File: src/hw/rtl/assert_macros.svh
// Assertion macros used by the top-level RTL file of the encoder reply frame parser.
`ifndef ASSERT_MACROS_SVH
`define ASSERT_MACROS_SVH

// Implication check sampled on the rising clock edge, off while reset is held.
`define ERFP_ASSERT(lbl, clk, rst_n, prop, msg) \
    lbl: assert property (@(posedge clk) disable iff (!rst_n) prop) else $error(msg);

// Check that a condition holds in the cycle after a trigger.
`define ERFP_ASSERT_NEXT(lbl, clk, rst_n, trig, cond, msg) \
    lbl: assert property (@(posedge clk) disable iff (!rst_n) (trig) |=> (cond)) \
        else $error(msg);

`endif

File: src/hw/rtl/erfp_pkg.sv
// Package with types and constants of the encoder reply frame parser.
package erfp_pkg;

    localparam logic [7:0] START_CODE = 8'hFB;
    localparam logic [7:0] FUNC_CODE  = 8'h30;
    localparam logic [7:0] ADDR_RESET = 8'h01;

    localparam logic [31:0] OVF_POS = 32'h0100_0000;
    localparam logic [31:0] OVF_NEG = 32'hFF00_0000;

    localparam int QUEUE_DEPTH = 2;

    localparam int IN_DATA_W  = 8;
    localparam int OUT_DATA_W = 56;

    localparam logic [3:0] POS_NONE  = 4'd0;
    localparam logic [3:0] POS_ADDR  = 4'd1;
    localparam logic [3:0] POS_FUNC  = 4'd2;
    localparam logic [3:0] POS_TURN0 = 4'd3;
    localparam logic [3:0] POS_TURN1 = 4'd4;
    localparam logic [3:0] POS_TURN2 = 4'd5;
    localparam logic [3:0] POS_TURN3 = 4'd6;
    localparam logic [3:0] POS_TICK0 = 4'd7;
    localparam logic [3:0] POS_TICK1 = 4'd8;
    localparam logic [3:0] POS_CSUM  = 4'd9;

    typedef enum logic [1:0] {
        ST_VALID    = 2'd0,
        ST_CHECKSUM = 2'd1,
        ST_HEADER   = 2'd2
    } t_status;

    typedef struct packed {
        logic        sum_ok;
        logic [7:0]  addr;
        logic [7:0]  func;
        logic [31:0] turns;
        logic [13:0] ticks;
    } t_frame_rec;

    typedef struct packed {
        logic full;
        logic empty;
    } t_queue_status;

endpackage

File: src/hw/rtl/encoder_reply_frame_parser.sv
// Top level of the encoder reply frame parser.
// Takes one byte item per cycle while the queue of completed frames is not full.
// The tenth byte's result item passes through the queue, then the output register.
// The queue of completed frames and the output register let both sides stall apart.
// Reset is synchronous, active low: hunting for a start byte, address back to one.
`include "assert_macros.svh"

module encoder_reply_frame_parser #(
    parameter int P_QUEUE_DEPTH = erfp_pkg::QUEUE_DEPTH
) (
    input  logic                            i_clk,
    input  logic                            i_rst_n,
    input  logic                            i_s_axis_tvalid,
    output logic                            o_s_axis_tready,
    // rx_byte[7:0]
    input  logic [erfp_pkg::IN_DATA_W-1:0]  i_s_axis_tdata,
    output logic                            o_m_axis_tvalid,
    input  logic                            i_m_axis_tready,
    // frame_status[1:0], turn_count[33:2], tick_angle[47:34], turns_overflow[48], zeros
    output logic [erfp_pkg::OUT_DATA_W-1:0] o_m_axis_tdata,
    input  logic                            i_cfg_wr_en,
    input  logic [7:0]                      i_cfg_wr_data
);

    logic [7:0]              r_exp_addr;
    logic                    w_accept;
    logic                    w_push;
    logic                    w_pop;
    erfp_pkg::t_frame_rec    w_front_rec;
    erfp_pkg::t_frame_rec    w_queue_rec;
    erfp_pkg::t_queue_status w_queue_status;
    erfp_pkg::t_status       w_status;
    logic [31:0]             w_turns;
    logic [13:0]             w_ticks;
    logic                    w_ovf;

    assign o_s_axis_tready = !w_queue_status.full;
    assign w_accept        = i_s_axis_tvalid && o_s_axis_tready;

    always_ff @(posedge i_clk) begin
        if (!i_rst_n) begin
            r_exp_addr <= erfp_pkg::ADDR_RESET;
        end else if (i_cfg_wr_en) begin
            r_exp_addr <= i_cfg_wr_data;
        end
    end

    erfp_front u_front (
        .i_clk   (i_clk),
        .i_rst_n (i_rst_n),
        .i_accept(w_accept),
        .i_byte  (i_s_axis_tdata),
        .o_push  (w_push),
        .o_rec   (w_front_rec)
    );

    erfp_fifo #(
        .P_DEPTH(P_QUEUE_DEPTH)
    ) u_fifo (
        .i_clk   (i_clk),
        .i_rst_n (i_rst_n),
        .i_push  (w_push),
        .i_rec   (w_front_rec),
        .i_pop   (w_pop),
        .o_rec   (w_queue_rec),
        .o_status(w_queue_status)
    );

    erfp_back u_back (
        .i_clk      (i_clk),
        .i_rst_n    (i_rst_n),
        .i_rec      (w_queue_rec),
        .i_rec_valid(!w_queue_status.empty),
        .i_exp_addr (r_exp_addr),
        .i_tready   (i_m_axis_tready),
        .o_pop      (w_pop),
        .o_tvalid   (o_m_axis_tvalid),
        .o_status   (w_status),
        .o_turns    (w_turns),
        .o_ticks    (w_ticks),
        .o_ovf      (w_ovf)
    );

    assign o_m_axis_tdata = {7'd0, w_ovf, w_ticks, w_turns, w_status};

    `ERFP_ASSERT(a_bad_frame_zero, i_clk, i_rst_n, (o_m_axis_tvalid && (w_status != erfp_pkg::ST_VALID)) |-> ((w_turns == '0) && (w_ticks == '0) && !w_ovf), "Rejected frame carries nonzero fields.")
    `ERFP_ASSERT(a_ovf_value, i_clk, i_rst_n, (o_m_axis_tvalid && w_ovf) |-> ((w_turns == erfp_pkg::OVF_POS) || (w_turns == erfp_pkg::OVF_NEG)), "Overflow flag set for a turn count that is not plus or minus 2^24.")
    `ERFP_ASSERT_NEXT(a_queue_drains, i_clk, i_rst_n, !w_queue_status.empty && !o_m_axis_tvalid, o_m_axis_tvalid, "Queued frame not moved to an empty output register.")
    `ERFP_ASSERT(a_no_push_when_full, i_clk, i_rst_n, w_queue_status.full |-> !w_push, "Frame pushed into a full queue.")

endmodule

File: src/hw/rtl/erfp_front.sv
// Front part: takes bytes, tracks frame position and checksum, emits completed frames.
module erfp_front (
    input  logic                 i_clk,
    input  logic                 i_rst_n,
    input  logic                 i_accept,
    input  logic [7:0]           i_byte,
    output logic                 o_push,
    output erfp_pkg::t_frame_rec o_rec
);

    logic       r_in_frame, n_in_frame;
    logic [3:0] r_pos, n_pos;
    logic [7:0] r_sum, n_sum;
    logic [7:0] r_addr, r_func, r_tick_lo;
    logic [5:0] r_tick_hi;
    logic [31:0] r_turns;
    logic        w_data_byte;

    assign w_data_byte = i_accept && (i_byte != erfp_pkg::START_CODE) && r_in_frame;

    always_comb begin
        n_in_frame = r_in_frame;
        n_pos      = r_pos;
        n_sum      = r_sum;
        o_push     = 1'b0;
        if (i_accept && (i_byte == erfp_pkg::START_CODE)) begin
            n_in_frame = 1'b1;
            n_pos      = erfp_pkg::POS_ADDR;
            n_sum      = erfp_pkg::START_CODE;
        end else if (w_data_byte) begin
            if (r_pos == erfp_pkg::POS_CSUM) begin
                n_in_frame = 1'b0;
                n_pos      = erfp_pkg::POS_NONE;
                o_push     = 1'b1;
            end else begin
                n_sum = r_sum + i_byte;
                n_pos = r_pos + 4'd1;
            end
        end
    end

    always_comb begin
        o_rec.sum_ok = (r_sum == i_byte);
        o_rec.addr   = r_addr;
        o_rec.func   = r_func;
        o_rec.turns  = r_turns;
        o_rec.ticks  = {r_tick_hi, r_tick_lo};
    end

    always_ff @(posedge i_clk) begin
        if (!i_rst_n) begin
            r_in_frame <= 1'b0;
            r_pos      <= erfp_pkg::POS_NONE;
            r_sum      <= 8'd0;
        end else begin
            r_in_frame <= n_in_frame;
            r_pos      <= n_pos;
            r_sum      <= n_sum;
        end
    end

    always_ff @(posedge i_clk) begin
        if (w_data_byte) begin
            case (r_pos)
                erfp_pkg::POS_ADDR:  r_addr          <= i_byte;
                erfp_pkg::POS_FUNC:  r_func          <= i_byte;
                erfp_pkg::POS_TURN0: r_turns[7:0]    <= i_byte;
                erfp_pkg::POS_TURN1: r_turns[15:8]   <= i_byte;
                erfp_pkg::POS_TURN2: r_turns[23:16]  <= i_byte;
                erfp_pkg::POS_TURN3: r_turns[31:24]  <= i_byte;
                erfp_pkg::POS_TICK0: r_tick_lo       <= i_byte;
                erfp_pkg::POS_TICK1: r_tick_hi       <= i_byte[5:0];
                default: ;
            endcase
        end
    end

endmodule

File: src/hw/rtl/erfp_fifo.sv
// Short queue of completed frame records between the front and back parts.
module erfp_fifo #(
    parameter int P_DEPTH = erfp_pkg::QUEUE_DEPTH
) (
    input  logic                    i_clk,
    input  logic                    i_rst_n,
    input  logic                    i_push,
    input  erfp_pkg::t_frame_rec    i_rec,
    input  logic                    i_pop,
    output erfp_pkg::t_frame_rec    o_rec,
    output erfp_pkg::t_queue_status o_status
);

    localparam int PW = (P_DEPTH > 1) ? $clog2(P_DEPTH) : 1;
    localparam int CW = $clog2(P_DEPTH + 1);

    erfp_pkg::t_frame_rec r_mem [P_DEPTH];
    logic [PW-1:0] r_wr_ptr, n_wr_ptr, r_rd_ptr, n_rd_ptr;
    logic [CW-1:0] r_count, n_count;

    assign o_status.full  = (r_count == CW'(P_DEPTH));
    assign o_status.empty = (r_count == '0);
    assign o_rec          = r_mem[r_rd_ptr];

    always_comb begin
        n_wr_ptr = r_wr_ptr;
        n_rd_ptr = r_rd_ptr;
        n_count  = r_count;
        if (i_push) begin
            n_wr_ptr = (r_wr_ptr == PW'(P_DEPTH - 1)) ? '0 : r_wr_ptr + PW'(1);
        end
        if (i_pop) begin
            n_rd_ptr = (r_rd_ptr == PW'(P_DEPTH - 1)) ? '0 : r_rd_ptr + PW'(1);
        end
        if (i_push && !i_pop) begin
            n_count = r_count + CW'(1);
        end else if (!i_push && i_pop) begin
            n_count = r_count - CW'(1);
        end
    end

    always_ff @(posedge i_clk) begin
        if (!i_rst_n) begin
            r_wr_ptr <= '0;
            r_rd_ptr <= '0;
            r_count  <= '0;
        end else begin
            r_wr_ptr <= n_wr_ptr;
            r_rd_ptr <= n_rd_ptr;
            r_count  <= n_count;
        end
    end

    always_ff @(posedge i_clk) begin
        if (i_push) begin
            r_mem[r_wr_ptr] <= i_rec;
        end
    end

endmodule

File: src/hw/rtl/erfp_back.sv
// Back part: checks checksum, address and function code, flags overflow and holds the result item.
module erfp_back (
    input  logic                 i_clk,
    input  logic                 i_rst_n,
    input  erfp_pkg::t_frame_rec i_rec,
    input  logic                 i_rec_valid,
    input  logic [7:0]           i_exp_addr,
    input  logic                 i_tready,
    output logic                 o_pop,
    output logic                 o_tvalid,
    output erfp_pkg::t_status    o_status,
    output logic [31:0]          o_turns,
    output logic [13:0]          o_ticks,
    output logic                 o_ovf
);

    logic              r_valid, n_valid;
    erfp_pkg::t_status r_status, n_status;
    logic [31:0]       r_turns, n_turns;
    logic [13:0]       r_ticks, n_ticks;
    logic              r_ovf, n_ovf;

    assign o_pop = i_rec_valid && (!r_valid || i_tready);

    always_comb begin
        n_valid = r_valid;
        if (o_pop) begin
            n_valid = 1'b1;
        end else if (i_tready) begin
            n_valid = 1'b0;
        end
    end

    always_comb begin
        n_status = erfp_pkg::ST_VALID;
        n_turns  = i_rec.turns;
        n_ticks  = i_rec.ticks;
        n_ovf    = (i_rec.turns == erfp_pkg::OVF_POS) || (i_rec.turns == erfp_pkg::OVF_NEG);
        if (!i_rec.sum_ok) begin
            n_status = erfp_pkg::ST_CHECKSUM;
        end else if ((i_rec.addr != i_exp_addr) || (i_rec.func != erfp_pkg::FUNC_CODE)) begin
            n_status = erfp_pkg::ST_HEADER;
        end
        if (n_status != erfp_pkg::ST_VALID) begin
            n_turns = '0;
            n_ticks = '0;
            n_ovf   = 1'b0;
        end
    end

    always_ff @(posedge i_clk) begin
        if (!i_rst_n) begin
            r_valid <= 1'b0;
        end else begin
            r_valid <= n_valid;
        end
    end

    always_ff @(posedge i_clk) begin
        if (o_pop) begin
            r_status <= n_status;
            r_turns  <= n_turns;
            r_ticks  <= n_ticks;
            r_ovf    <= n_ovf;
        end
    end

    assign o_tvalid = r_valid;
    assign o_status = r_status;
    assign o_turns  = r_turns;
    assign o_ticks  = r_ticks;
    assign o_ovf    = r_ovf;

endmodule

File: config.mk
export PLATFORM = sky130hd
export DESIGN_NAME = encoder_reply_frame_parser
export DESIGN_NICKNAME = d
export VERILOG_FILES = /design/src/hw/rtl/erfp_pkg.sv /design/src/hw/rtl/encoder_reply_frame_parser.sv /design/src/hw/rtl/erfp_front.sv /design/src/hw/rtl/erfp_fifo.sv /design/src/hw/rtl/erfp_back.sv
export VERILOG_INCLUDE_DIRS = /design/src /design/src/hw/rtl
export SDC_FILE = /design/constraint.sdc
export NUM_CORES = 1
export LEC_CHECK = 0
export BUFFER_PORTS_ARGS = -buffer_cell sky130_fd_sc_hd__clkbuf_2
export CORE_MARGIN = 8
export CORE_UTILIZATION = 40
export CTS_BUF_LIST = sky130_fd_sc_hd__clkbuf_8
export DETAILED_ROUTE_END_ITERATION = 12
export PLACE_DENSITY = 0.6
export SLEW_MARGIN = 20
export SYNTH_ARGS = -nofsm -noshare
export SYNTH_HDL_FRONTEND = slang
export SYNTH_SLANG_ARGS = --single-unit
File: constraint.sdc
create_clock -name i_clk -period 9.1 [get_ports i_clk]
set_input_delay 0.455 -clock i_clk [delete_from_list [all_inputs] [get_ports i_clk]]
set_output_delay 0.455 -clock i_clk [all_outputs]
set_load 0.05 [all_outputs]
* Word-level counts from Yosys, hierarchy flattened *
Memories as Yosys holds them, arrays and structs flattened. A register that Yosys moved wholly into a read port is not among the register bits.
Cells that the tools add are included.

word-level totals
  bits of input ports = 21
  register bits = 137
  RAM bits = 126
  memories kept = 1
  output and inout port bits = 58

operators by class
  $add $sub $neg = 6
  bitwise logic cells = 2
  eq/ne operators = 18
  reductions and logical operators = 33
  muxes and demuxes = 24

memory list
  memory        words  bits a word  rd ports  clocked after memory_dff  wr ports  RTL line         source
  u_fifo.r_mem  2      63           1         1                         1         erfp_fifo.sv:17  erfp_pkg::t_frame_rec r_mem [P_DEPTH];

operators with widths
  kind                                                   count
  == test 32 x 25 -> 1 bit, second input constant        1
  == test 32 bit, second input constant                  1
  2-to-1 mux 8 bit                                       3
  AND reduction 2 bit                                    11
  == test 4 x 3 -> 1 bit, second input constant          4
  2-to-1 mux 1 bit                                       16
  nonzero test 2 bit                                     5
  adder 8 bit                                            1
  == test 4 x 2 -> 1 bit, second input constant          2
  == test 4 bit, second input constant                   2
  == test 8 bit                                          1
  == test 8 bit, second input constant                   1
  2-to-1 mux 2 bit                                       4
  inequality test 8 x 6 -> 1 bit, second input constant  1
  inequality test 8 bit                                  1
  inequality test 8 bit, second input constant           1
  logical AND 1 bit                                      7
  zero test 1 bit                                        5
  adder 4 x 1 -> 4 bit, second input constant            1
  == test 4 x 1 -> 1 bit, second input constant          1
  2-to-1 mux 4 bit                                       1
  logical OR 1 bit                                       3
  adder 1 bit, second input constant                     2
  adder 2 x 1 -> 2 bit, second input constant            1
  other kinds (6)                                        7

* Logic depth before layout (Yosys ltp) *
Gate-level depths: netlist of the first run.

  depth after elaboration = 11
  depth in mapped cells = 8

* By module *
From an unflattened synthesis of the first run, not the netlist that was laid out.

second synthesis, totals
  cell total of the unflattened synthesis = 570
  area, all modules = 10,109.7 um^2

modules (own cells, without submodules)
  module                      cells each  instances  sequential area each (um^2)  area an instance (um^2)
  erfp_fifo                   218         1          3,883.7                      4,784.6
  erfp_front                  180         1          2,122.0                      2,856.5
  erfp_back                   135         1          1,491.4                      2,092.0
  encoder_reply_frame_parser  37          1          160.2                        376.6

* Worst setup path before layout of the first run *
Ideal clock, no wire load.

  path type = flip-flop to flip-flop
  from = register u_fifo.r_count[0]
  to = memory u_fifo.r_mem[0][0] (netlist name), enable pin
  path buffers = 0
  path slack = 4,293 ps
  arrival time = 4,315 ps
  required time = 8,608 ps
  cell stages (with the launch flop) = 5
  path through = dfxtp_1 nand2b_1 nand3_2 nor4_4 nor2b_1

on the way
  word-level cells in the longest chain between the ends = 9
  elaborated cells on any way between the ends = 10
  classes of those cells = eq/ne: 1; mux: 4; reduce/logical: 5

ends and longest elaborated chain
  item                                      RTL line                          source
  from (decl)                               erfp_fifo.sv:19                   logic [CW-1:0] r_count, n_count;
  from (signal assigned)                    erfp_fifo.sv:50                   r_count <= n_count;
  == test 2 bit *                           erfp_fifo.sv:21                   assign o_status.full = (r_count == CW'(P_DEPTH));
  zero test 1 bit *                         encoder_reply_frame_parser.sv:37  assign o_s_axis_tready = !w_queue_status.full;
  via o_s_axis_tready                       encoder_reply_frame_parser.sv:14  output logic o_s_axis_tready,
  logical AND 1 bit *                       encoder_reply_frame_parser.sv:38  assign w_accept = i_s_axis_tvalid && o_s_axis_tready;
  logical AND 1 bit (2 in series)           erfp_front.sv:19                  assign w_data_byte = i_accept && (i_byte != erfp_pkg::START_CODE) && r_in_frame;
  2-to-1 mux 1 bit                          erfp_front.sv:30                  end else if (w_data_byte) begin
  2-to-1 mux 1 bit *                        erfp_front.sv:26                  if (i_accept && (i_byte == erfp_pkg::START_CODE)) begin
  via u_fifo.i_push                         erfp_fifo.sv:7                    input logic i_push,
  2-to-1 mux 1 bit *                        erfp_fifo.sv:55                   if (i_push) begin
  2-to-1 mux 1 bit (not written as such) *  erfp_fifo.sv:56                   r_mem[r_wr_ptr] <= i_rec;
  to (decl)                                 erfp_fifo.sv:17

The timed path passes the listed nets; every way through them passes the cells marked *.

==> flow_summary.toml, run 1 <==
[worst_setup_path]
worst_ep_required_time_ps = 9420
worst-endpoint-arrival_ps = 3910
crit_path_cell_trace = "buf_4, mux2i_1, xnor2_1, nor4_1, nand4_1, buf_4, nor4_1"
critPathCaptureType = "flip-flop"
worst_setup_path_start_kind = "flip-flop"
critical-path-max-stage-delay_ps = 780
timing.setup.critical_path_class = "flip-flop to flip-flop"
cpMaxStageDelayCell = "sky130_fd_sc_hd__buf_4"
depth_of_the_worst_register_to_register_path = 7
critical_path_peak_fanout = 67

[clock_tree]
worstSkewPairLatency_ps = 540
cts_post_setup_buffers_inserted = 0
cts_hold_buffers = 0
clockBufferDepth = 3
tritoncts = "built"
post_cts_resize_count = 0
clock_sink_count = 264
path_clk_slew_ps = 60
cts.root.buffer_cell = "sky130_fd_sc_hd__clkbuf_8"
cts-buffers-inserted = 43
h_tree_levels = 2

[global_routing]
overflow = 0
grt.met2_usage_pct = 21.5
use_met3_pct = 3.43
met1_usage_grt_pct = 14.1
grt_start_max_net_pins = 68
antenna_found_initial = 0
global_route_layer_with_the_greatest_usage = "met2"
first_global_vias = 5499
grt_first_pass_wirelength_um = 29400
grtUsageTotal_pct = 12.3

[logic_synthesis]
compound_cell_area_share_of_the_yosys_netlist_pct = 2.50
synth.largest_area_cell = "sky130_fd_sc_hd__edfxtp_1"
post_synth_fa_ha_maj_area_fraction_pct = 1.20
synth_xor_xnor_area_share_pct = 1.40
yosys_register_bits = 264
postSynth.topFlopCell = "sky130_fd_sc_hd__edfxtp_1"
post_syn_instances = 592
synth_warnings = 0
post_synth_mux_area_share_pct = 6.20
synth_sequential_area_ratio_pct = 76.6
synth_top_family_by_area = "simple AND/OR/NAND/NOR gates"
synth_edf_count = 237
synth_async_sr_flop_share_pct = 0
number_of_distinct_library_cell_variants_in_the_gate_level_netlist_after_synthesis = 50
syn_area_per_cell_um2 = 16.9
synth_largest_type_area_fraction_pct = 71.2
synth_top_cells_by_area = "sky130_fd_sc_hd__edfxtp_1, sky130_fd_sc_hd__mux2i_1, sky130_fd_sc_hd__dfxtp_1"
mappedNetlistArea_mm2 = 0.0100
synth_simple_gate_area_share_pct = 10.0

[min_path]
timing.hold.worst.class = "input port to flip-flop"
worst_hold_path.num_cells = 2

[sta]
hold_violations = 0
setup_viol = 0
layout_worst_path_cycle_share_pct = 39.4
max_clock_freq_mhz = 279
fin_worst_hold_slack_ps = 145
unrepaired_setup_endpoints_after_global_routing = "no"
totalNegativeSetupSlack_ps = 0
worst_pin_slew_ps = 1050
finalWorstPathRequiredPeriod_ps = 3580
timing_max_transition_violations_final = 0
max-slew-margin-rel_pct = 29.7
final.setup_skew_ps = 21.9

[route]
detailroute.via_count = 5198
drt_first_iter_violations = 180
drt_drc_violations_left = 0
drt_pre_antenna_iters = 4
avgViaCountPerCell = 4.95
antenna_left = 0
routedWlPerCell_um = 17.8
totalWireLength_um = 18700

[finish]
filler_cell_count = 2139
layout-area-overhead-vs-synth_pct = 14.8
n_antenna_cell = 0
finalNetCount = 718
drive_above_1_share_pct = 23.0

[place]
place_hpwl_um = 11900
gp_congestion = 0.762
io_buffer_count = 71

[power_and_ir_drop]
cellLeakagePower_nw = 3.83
power.ir.vdd_worst_uv = 260
pwr_dens_mw_per_mm2 = 269

[floorplan]
fp-row-count = 58
core_area_mm2 = 0.0249
ioPinCount = 79
fp.dieW_um = 174
die_height_um = 174
fp.dieArea_mm2 = 0.0303
initial_utilization_pct = 40.2

[run]
cap_viol_max_count = 0

[run_status]
run_status = "completed"
## cell families after synthesis
family                   count (synthesis)
flip-flops                             264
multiplexers                            62
buffers and inverters                   38
XOR/XNOR                                16
AND/OR/NAND/NOR                        164
adder cells (fa/ha/maj)                  9
AO/OA/AOI/OAI                           38
other                                    1
## path summary, 6_finish.rpt
check,startpoint,endpoint,slack [ps]
max,flip-flop,u_back.o_ovf$_SDFFCE_PP0P_,5520
min,i_rst_n,r_exp_addr[0]$_SDFFE_PN1P_,140
max reg2reg,flip-flop,u_back.o_ovf$_SDFFCE_PP0P_,5520
min reg2reg,u_front.r_turns[0]$_DFFE_PP_,u_fifo.r_mem[0][14]$_DFFE_PP_,430
## cells in the final DEF (no fill, tap or decap), types with 10 or more instances in the layout
cell type	instances
sky130_fd_sc_hd__a21oi_1	12
sky130_fd_sc_hd__clkbuf_2	71
sky130_fd_sc_hd__clkbuf_8	47
sky130_fd_sc_hd__clkinv_1	10
sky130_fd_sc_hd__dfxtp_1	26
sky130_fd_sc_hd__edfxtp_1	237
sky130_fd_sc_hd__inv_1	18
sky130_fd_sc_hd__mux2i_1	61
sky130_fd_sc_hd__nand2_1	12
sky130_fd_sc_hd__nor2_1	26
sky130_fd_sc_hd__nor3_1	34
sky130_fd_sc_hd__nor3_2	21
sky130_fd_sc_hd__nor4_1	20
sky130_fd_sc_hd__xnor2_1	13
## layout make-up
| cell class | instances | area, um2 | area share [%] |
|---|---|---|---|
| flip-flops and latches | 264 | 7660 | 66.7 |
| multi-input cells | 296 | 2210 | 19.2 |
| inverters | 6 | 22.5 | 0.196 |
| clock inverters | 31 | 134 | 1.17 |
| well taps | 330 | 413 | 3.59 |
| clock buffers | 47 | 647 | 5.63 |
| repair buffers | 77 | 400 | 3.49 |
## per-stage QoR
stage	instances	total power (W)	setup WS, ps	utilization [%]	instance area [um2]
finish	1051	0.00309	5520	46.1	11500
global route	1051	0.00322	5340	46.1	11500
CTS	1051	0.00314	5470	46.1	11500
detailed placement	973	0.00222	5500	43.0	10700
global placement	973	0.00221	5650	43.0	10700
floorplan	598	0.00206	4290	-	10000
## cell usage after synthesis (all sizes together) (2+ instances only)
library cell	number
and3b	3
and2	2
nor3	55
xor2	3
nand4	4
o21ai	6
or3b	2
nor2	28
clkbuf	10
or3	3
and4	2
nor2b	7
xnor2	13
nand2	12
nand2b	2
nand3	6
and3	5
a21oi	12
nor4	22
buf	22
dfxtp	27
a31oi	4
nor3b	7
edfxtp	237
o2111ai	5
a211oi	3
or4	2
mux2i	62
inv	6
ha	8
## worst max-delay path: cells and delay by family (launching register included)
kind | cells | cell delay [ps]
xor+xnor | 1 | 90
buf+inv | 2 | 1300
flops | 1 | 330
mux | 1 | 320
simple gates | 3 | 1300
## layer usage
metal	share of wire, %	wire, um
met2	50	9380
met3	5.3	992
met1	43	8040
met5	0	0
met4	1.7	326
## where the power goes
part	total [W]	internal (W)	switching (W)
logic	0.000712	0.000161	0.000552
clock network	0.000907	0.000476	0.000431
registers	0.00147	0.00144	0.0000297
total	0.00309	0.00208	0.00101
## registers in the layout, summed over array words and instances (netlist names), 8 cells and up, named ones only
name,count
u_fifo.r_mem,126
u_back.o_turns,32
u_front.r_turns,32
u_back.o_ticks,14
r_exp_addr,8
u_front.r_addr,8
u_front.r_func,8
u_front.r_sum,8
u_front.r_tick_lo,8
Power figures use the tool's default switching activity.
==> run 2, diff against run 1 <==
Settings changed: PLACE_DENSITY 0.6 to 0.62.
Clock period 9.1 ns to 3.1 ns, I/O delays scaled along.
==> run 2 against run 1 <==
Effect of this change: power grew to 2.9 times the previous value; combinational power grew to 2.7 times the previous value; non-clock buffer count grew 18; critical path depth shrank 2; first-iteration DRC count grew 52%; core utilization grew 0.53 points; final area grew 1.2%; flip-flop and latch count is the same; routed wire length shrank 0.92%; count of clock-buffer cells in the layout shrank 4; hold slack lost 110 ps; largest cell class unchanged; highest routed layer unchanged.
==> flow_summary.toml, run 2 (synthesis gave the netlist of run 1 again) <==
[clock_tree]
cts.root.buffer_cell = "sky130_fd_sc_hd__clkbuf_8"
path_clk_slew_ps = 60
clockBufferDepth = 3
cts_hold_buffers = 9
cts-buffers-inserted = 40
post_cts_resize_count = 0
worstSkewPairLatency_ps = 520
tritoncts = "built"
clock_sink_count = 264
h_tree_levels = 2
cts_post_setup_buffers_inserted = 0

[sta]
max_clock_freq_mhz = 422
unrepaired_setup_endpoints_after_global_routing = "no"
hold_violations = 0
worst_pin_slew_ps = 713
timing_max_transition_violations_final = 0
final.setup_skew_ps = 12.5
layout_worst_path_cycle_share_pct = 76.4
finalWorstPathRequiredPeriod_ps = 2370
totalNegativeSetupSlack_ps = 0
final_critical_path_setup_slack_ps = 732
setup_viol = 0
max-slew-margin-rel_pct = 52.4

[finish]
largest-register = "u_fifo.r_mem"
postLayoutCoreUtil_pct = 46.7
layout.cells.most_common = "sky130_fd_sc_hd__edfxtp_1"
seqCellArea_mm2 = 0.00766
filler_cell_count = 2090
drive_above_1_share_pct = 22.1
multiInputGateArea_mm2 = 0.00219
finalNetCount = 733
layout-area-overhead-vs-synth_pct = 16.2
largest_register_ffs = 126
post_route_cell_area_mm2 = 0.0116
n_antenna_cell = 0
layout_common_cells = "sky130_fd_sc_hd__edfxtp_1, sky130_fd_sc_hd__clkbuf_2, sky130_fd_sc_hd__mux2i_1"

[place]
io_buffer_count = 71
dp_worst_setup_slack_ps = 666
place_hpwl_um = 12000
dpl-instance-area_mm2 = 0.0108
gp_congestion = 0.754

[worst_setup_path]
cpMaxStageDelayCell = "sky130_fd_sc_hd__dfxtp_4"
crit_path_cell_trace = "buf_4, mux2i_1, a2111oi_0, o22ai_1, nor4_1"
critical_path_peak_fanout = 41
critPathCaptureType = "flip-flop"
worst_setup_path_start_kind = "flip-flop"
worst_ep_required_time_ps = 3430
timing.setup.critical_path_class = "flip-flop to flip-flop"
critical-path-max-stage-delay_ps = 720
worst-endpoint-arrival_ps = 2700

[route]
drt_pre_antenna_iters = 4
antenna_left = 0
avgViaCountPerCell = 4.97
detailroute.via_count = 5278
drt_drc_violations_left = 0
routedWlPerCell_um = 17.5
totalWireLength_um = 18600
drt_first_iter_violations = 273

[power_and_ir_drop]
power.ir.vdd_worst_uv = 464
power.share.switching_pct = 31.9
cellLeakagePower_nw = 3.90
finalPower_w = 0.00889
switching_power_w = 0.00284
internal-power_w = 0.00605
power.share.clock_pct = 29.1
pwr_dens_mw_per_mm2 = 765
share_comb_of_total_power_pct = 21.2
power.sequential.fraction_pct = 49.6

[floorplan]
fp.dieW_um = 174
initial_utilization_pct = 40.2
fp-row-count = 58
ioPinCount = 79
die_height_um = 174
fp.dieArea_mm2 = 0.0303
core_area_mm2 = 0.0249

[global_routing]
first_global_vias = 5457
overflow = 0
antenna_found_initial = 0
grt_first_pass_wirelength_um = 29200
grtUsageTotal_pct = 12.0
grt_start_max_net_pins = 64

[min_path]
timing.hold.worst.class = "input port to flip-flop"
hold_start = "i_m_axis_tready"

[run]
cap_viol_max_count = 0

[run_status]
run_status = "completed"
## run 2: cell types whose count changed in the layout (fill, tap and decap cells not counted), moves of 2 or more
cell | before | now
sky130_fd_sc_hd__dlygate4sd3_1 | 0 | 9
sky130_fd_sc_hd__buf_4 | 6 | 12
sky130_fd_sc_hd__clkinv_2 | 7 | 1
sky130_fd_sc_hd__clkbuf_8 | 47 | 43
sky130_fd_sc_hd__buf_12 | 0 | 3
sky130_fd_sc_hd__clkinv_1 | 10 | 12
## run 2: critical path, delay by kind of cell (launching register included)
family	cells	cell delay, ps
mux	1	210
simple gates	1	180
flops	1	720
compound gates	2	520
buf+inv	1	510
## run 2: final timing paths
kind | end | slack (ps) | cells past startpoint
min | u_back.o_tvalid$_SDFFE_PN0P_ | 30 | 4
min reg2reg | u_fifo.r_mem[1][61]$_DFFE_PP_ | 440 | 0
max | u_back.o_ovf$_SDFFCE_PP0P_ | 730 | 5
max reg2reg | u_back.o_ovf$_SDFFCE_PP0P_ | 730 | 5
## run 2: layer usage
layer	wire, um	up-vias	track usage [%]	part of all wire (%)
met2	9030	132	20.5	49
met3	1020	32	3.15	5.5
met1	8160	2601	14.4	44
met5	0	-	0	0
li1	-	2513	-	-
met4	359	0	4.38	1.9
## run 2: layout make-up
| class | instances | area share (%) |
|---|---|---|
| Clock buffer | 43 | 5.09 |
| Timing Repair Buffer | 95 | 5.13 |
| Multi-Input combinational cell | 296 | 18.8 |
| Inverter | 6 | 0.194 |
| Tap cell | 330 | 3.55 |
| Sequential cell | 264 | 65.9 |
| Clock inverter | 29 | 1.25 |
## run 2: stage by stage
stage / hold slack, ps / instances
global route: 38.8 / 1063
detailed placement: 370 / 982
finish: 30.7 / 1063
floorplan: 217 / 598
global placement: 378 / 982
CTS: 13.2 / 1063
## run 2: power by group through the flow
stage,Combinational (W),Sequential (W),Clock (W)
detailed placement,0.00192,0.00449,0
floorplan,0.000762,0.00521,0
finish,0.00189,0.00441,0.00259
global route,0.00200,0.00445,0.00281
CTS,0.00193,0.00442,0.00268
global placement,0.00189,0.00447,0
==> run 3, diff against run 2 <==
Settings changed: ABC_AREA set to 1.
Clock period 3.1 ns to 2.1 ns, I/O delays scaled along.
==> run 3 against run 2 <==
Effect of this change: routed wire length rose by 7.4%; count of clock-buffer cells in the layout rose by 4; first-iteration DRC count rose by 38%; core utilization rose by 1.6 points; sequential power rose by 48%; register-to-register slack got worse by 520 ps; combinational power rose by 96%; critical endpoint is now u_fifo.r_count[1]$_SDFFE_PN0P_; largest cell class unchanged.
==> flow_summary.toml, run 3 <==
[run_status]
run_status = "completed"

[finish]
largest_register_ffs = 126
n_antenna_cell = 0
drive_above_1_share_pct = 18.2
finalNetCount = 962
post_route_cell_area_mm2 = 0.0120
largest-register = "u_fifo.r_mem"
layout.cells.most_common = "sky130_fd_sc_hd__edfxtp_1"
postLayoutCoreUtil_pct = 48.3
layout_common_cells = "sky130_fd_sc_hd__edfxtp_1, sky130_fd_sc_hd__nand2_1, sky130_fd_sc_hd__inv_1"
layout-area-overhead-vs-synth_pct = 19.3

[clock_tree]
clock_sink_count = 264
cts.root.buffer_cell = "sky130_fd_sc_hd__clkbuf_8"
cts-buffers-inserted = 42
h_tree_levels = 2
worstSkewPairLatency_ps = 540
tritoncts = "built"
clockBufferDepth = 3
path_clk_slew_ps = 60

[logic_synthesis]
post_syn_instances = 791
synth_edf_count = 237
synth_largest_type_area_fraction_pct = 70.5
post_synth_fa_ha_maj_area_fraction_pct = 1.19
syn_area_per_cell_um2 = 12.8
synth_warnings = 0
synth_async_sr_flop_share_pct = 0
compound_cell_area_share_of_the_yosys_netlist_pct = 3.09
most_repeated_cell_in_the_gate_level_netlist_after_synthesis = "sky130_fd_sc_hd__edfxtp_1"
synth_xor_xnor_area_share_pct = 0.347
yosys_register_bits = 264
mappedNetlistArea_mm2 = 0.0101
synth_simple_gate_area_share_pct = 12.8
post_synth_mux_area_share_pct = 1.39
synth.top_cells.by_count = "sky130_fd_sc_hd__edfxtp_1, sky130_fd_sc_hd__nand2_1, sky130_fd_sc_hd__inv_1"
synth.largest_area_cell = "sky130_fd_sc_hd__edfxtp_1"
synth_top_family_by_area = "simple AND/OR/NAND/NOR gates"
postSynth.topFlopCell = "sky130_fd_sc_hd__edfxtp_1"
number_of_distinct_library_cell_variants_in_the_gate_level_netlist_after_synthesis = 30
synth_top_cells_by_area = "sky130_fd_sc_hd__edfxtp_1, sky130_fd_sc_hd__nand2_1, sky130_fd_sc_hd__dfxtp_1"
synth_sequential_area_ratio_pct = 75.9

[power_and_ir_drop]
pwr_dens_mw_per_mm2 = 1170
finalPower_w = 0.0141
power.ir.vdd_worst_uv = 768
cellLeakagePower_nw = 4.83

[worst_setup_path]
timing.setup.critical_path_class = "input port to flip-flop"
critPathCaptureType = "flip-flop"
worst_setup_path_start_kind = "input port"
worst-endpoint-arrival_ps = 2360
critical_path_peak_fanout = 7
setup.worst_path.start = "i_s_axis_tdata[5]"
worst_ep_required_time_ps = 2510

[route]
antenna_left = 0
avgViaCountPerCell = 4.53
routedWlPerCell_um = 15.4
drt_first_iter_violations = 376
detailroute.via_count = 5866
totalWireLength_um = 19900
drt_pre_antenna_iters = 5
drt_drc_violations_left = 0

[floorplan]
ioPinCount = 79
fp.dieArea_mm2 = 0.0306
die_height_um = 175
fp-row-count = 58
fp.dieW_um = 175
core_area_mm2 = 0.0250
initial_utilization_pct = 40.4

[sta]
setup_viol = 0
max_clock_freq_mhz = 515
finalWorstPathRequiredPeriod_ps = 1940
timing_max_transition_violations_final = 0
worst_pin_slew_ps = 532
max-slew-margin-rel_pct = 64.2
hold_violations = 0
unrepaired_setup_endpoints_after_global_routing = "no"
layout_worst_path_cycle_share_pct = 92.5
final_critical_path_setup_slack_ps = 158
final.setup_skew_ps = 27.0

[place]
place_hpwl_um = 12700
gp_congestion = 0.827
io_buffer_count = 71
dpl-instance-area_mm2 = 0.0111
dp_worst_setup_slack_ps = 120

[global_routing]
grt_start_max_net_pins = 48
grtUsageTotal_pct = 13.0
antenna_found_initial = 0
overflow = 0
first_global_vias = 5758
grt_first_pass_wirelength_um = 30900

[run]
cap_viol_max_count = 0

[min_path]
hold_start = "i_s_axis_tdata[7]"
timing.hold.worst.class = "input port to flip-flop"
run 3: worst paths after layout:
path | to | slack, ps | cells past startpoint
hold / removal | u_front.r_addr[7]$_DFFE_PP_ | 40 | 2
setup / recovery | u_fifo.r_count[1]$_SDFFE_PN0P_ | 160 | 12
hold reg to reg | u_fifo.r_mem[1][60]$_DFFE_PP_ | 440 | 0
setup reg to reg | u_back.o_turns[11]$_SDFFCE_PP0P_ | 210 | 10
run 3: per-stage QoR:
| stage | std cells | hold WS, ps | TNS (ps) |
|---|---|---|---|
| after floorplan | 797 | 204 | -20970 |
| after global placement | 1198 | 343 | 0 |
| after detailed placement | 1198 | 345 | 0 |
| after CTS | 1295 | 7.75 | 0 |
| after global routing | 1296 | 10.1 | 0 |
| final | 1296 | 37.6 | 0 |
run 3: layer usage:
metal	up-vias	track usage, %	share of wire, %	routed length (um)
met4	0	5.16	2.4	478
met3	38	3.67	4.6	908
li1	2950	-	-	-
met2	121	21.4	48	9550
met5	-	0	0	0
met1	2757	15.9	45	9000
run 3: what timing repair did:
action,in CTS,in global routing
hold buffers,19,1
endpoints found under the hold margin,27,1
gates resized for setup,0,1
endpoints found under the setup margin,0,33
setup buffers,0,0
run 3: worst max-delay path, stage by stage:
cell	delay (ps)
sky130_fd_sc_hd__dlygate4sd3_1	520
sky130_fd_sc_hd__clkbuf_2	260
sky130_fd_sc_hd__nand2_1	150
sky130_fd_sc_hd__nor2_1	210
sky130_fd_sc_hd__nand2_1	160
sky130_fd_sc_hd__nand2_4	150
sky130_fd_sc_hd__nor2_4	60
sky130_fd_sc_hd__ha_1	310
sky130_fd_sc_hd__a21oi_1	110
sky130_fd_sc_hd__o21ai_0	100
sky130_fd_sc_hd__o21ai_0	150
sky130_fd_sc_hd__a21oi_1	50
run 3: cells by family (layout without fill, tap and decap cells):
kind of cell,count (synthesis),count (layout)
buffers and inverters,122,291
DFF,264,264
xor gates and xnor gates,4,4
adders and majority gates,9,9
other,1,7
muxes,14,14
and+or+nand+nor,316,316
AOI/OAI and AO/OA,61,61
run 3: final cells by class:
type / instances / area (um2)
fill: 2208 / 12900
clock inverter: 31 / 119
timing repair buffer: 118 / 846
sequential: 264 / 7670
multi-input combinational: 411 / 1990
tap: 330 / 413
inverter: 95 / 363
clock buffer: 47 / 647
run 3: power breakdown:
group          leakage (nW)  internal (W)  switching, W
logic                  1.97      0.000804       0.00291
clock network         0.474       0.00204       0.00187
registers              2.39       0.00633      0.000195
total                  4.83       0.00918       0.00497
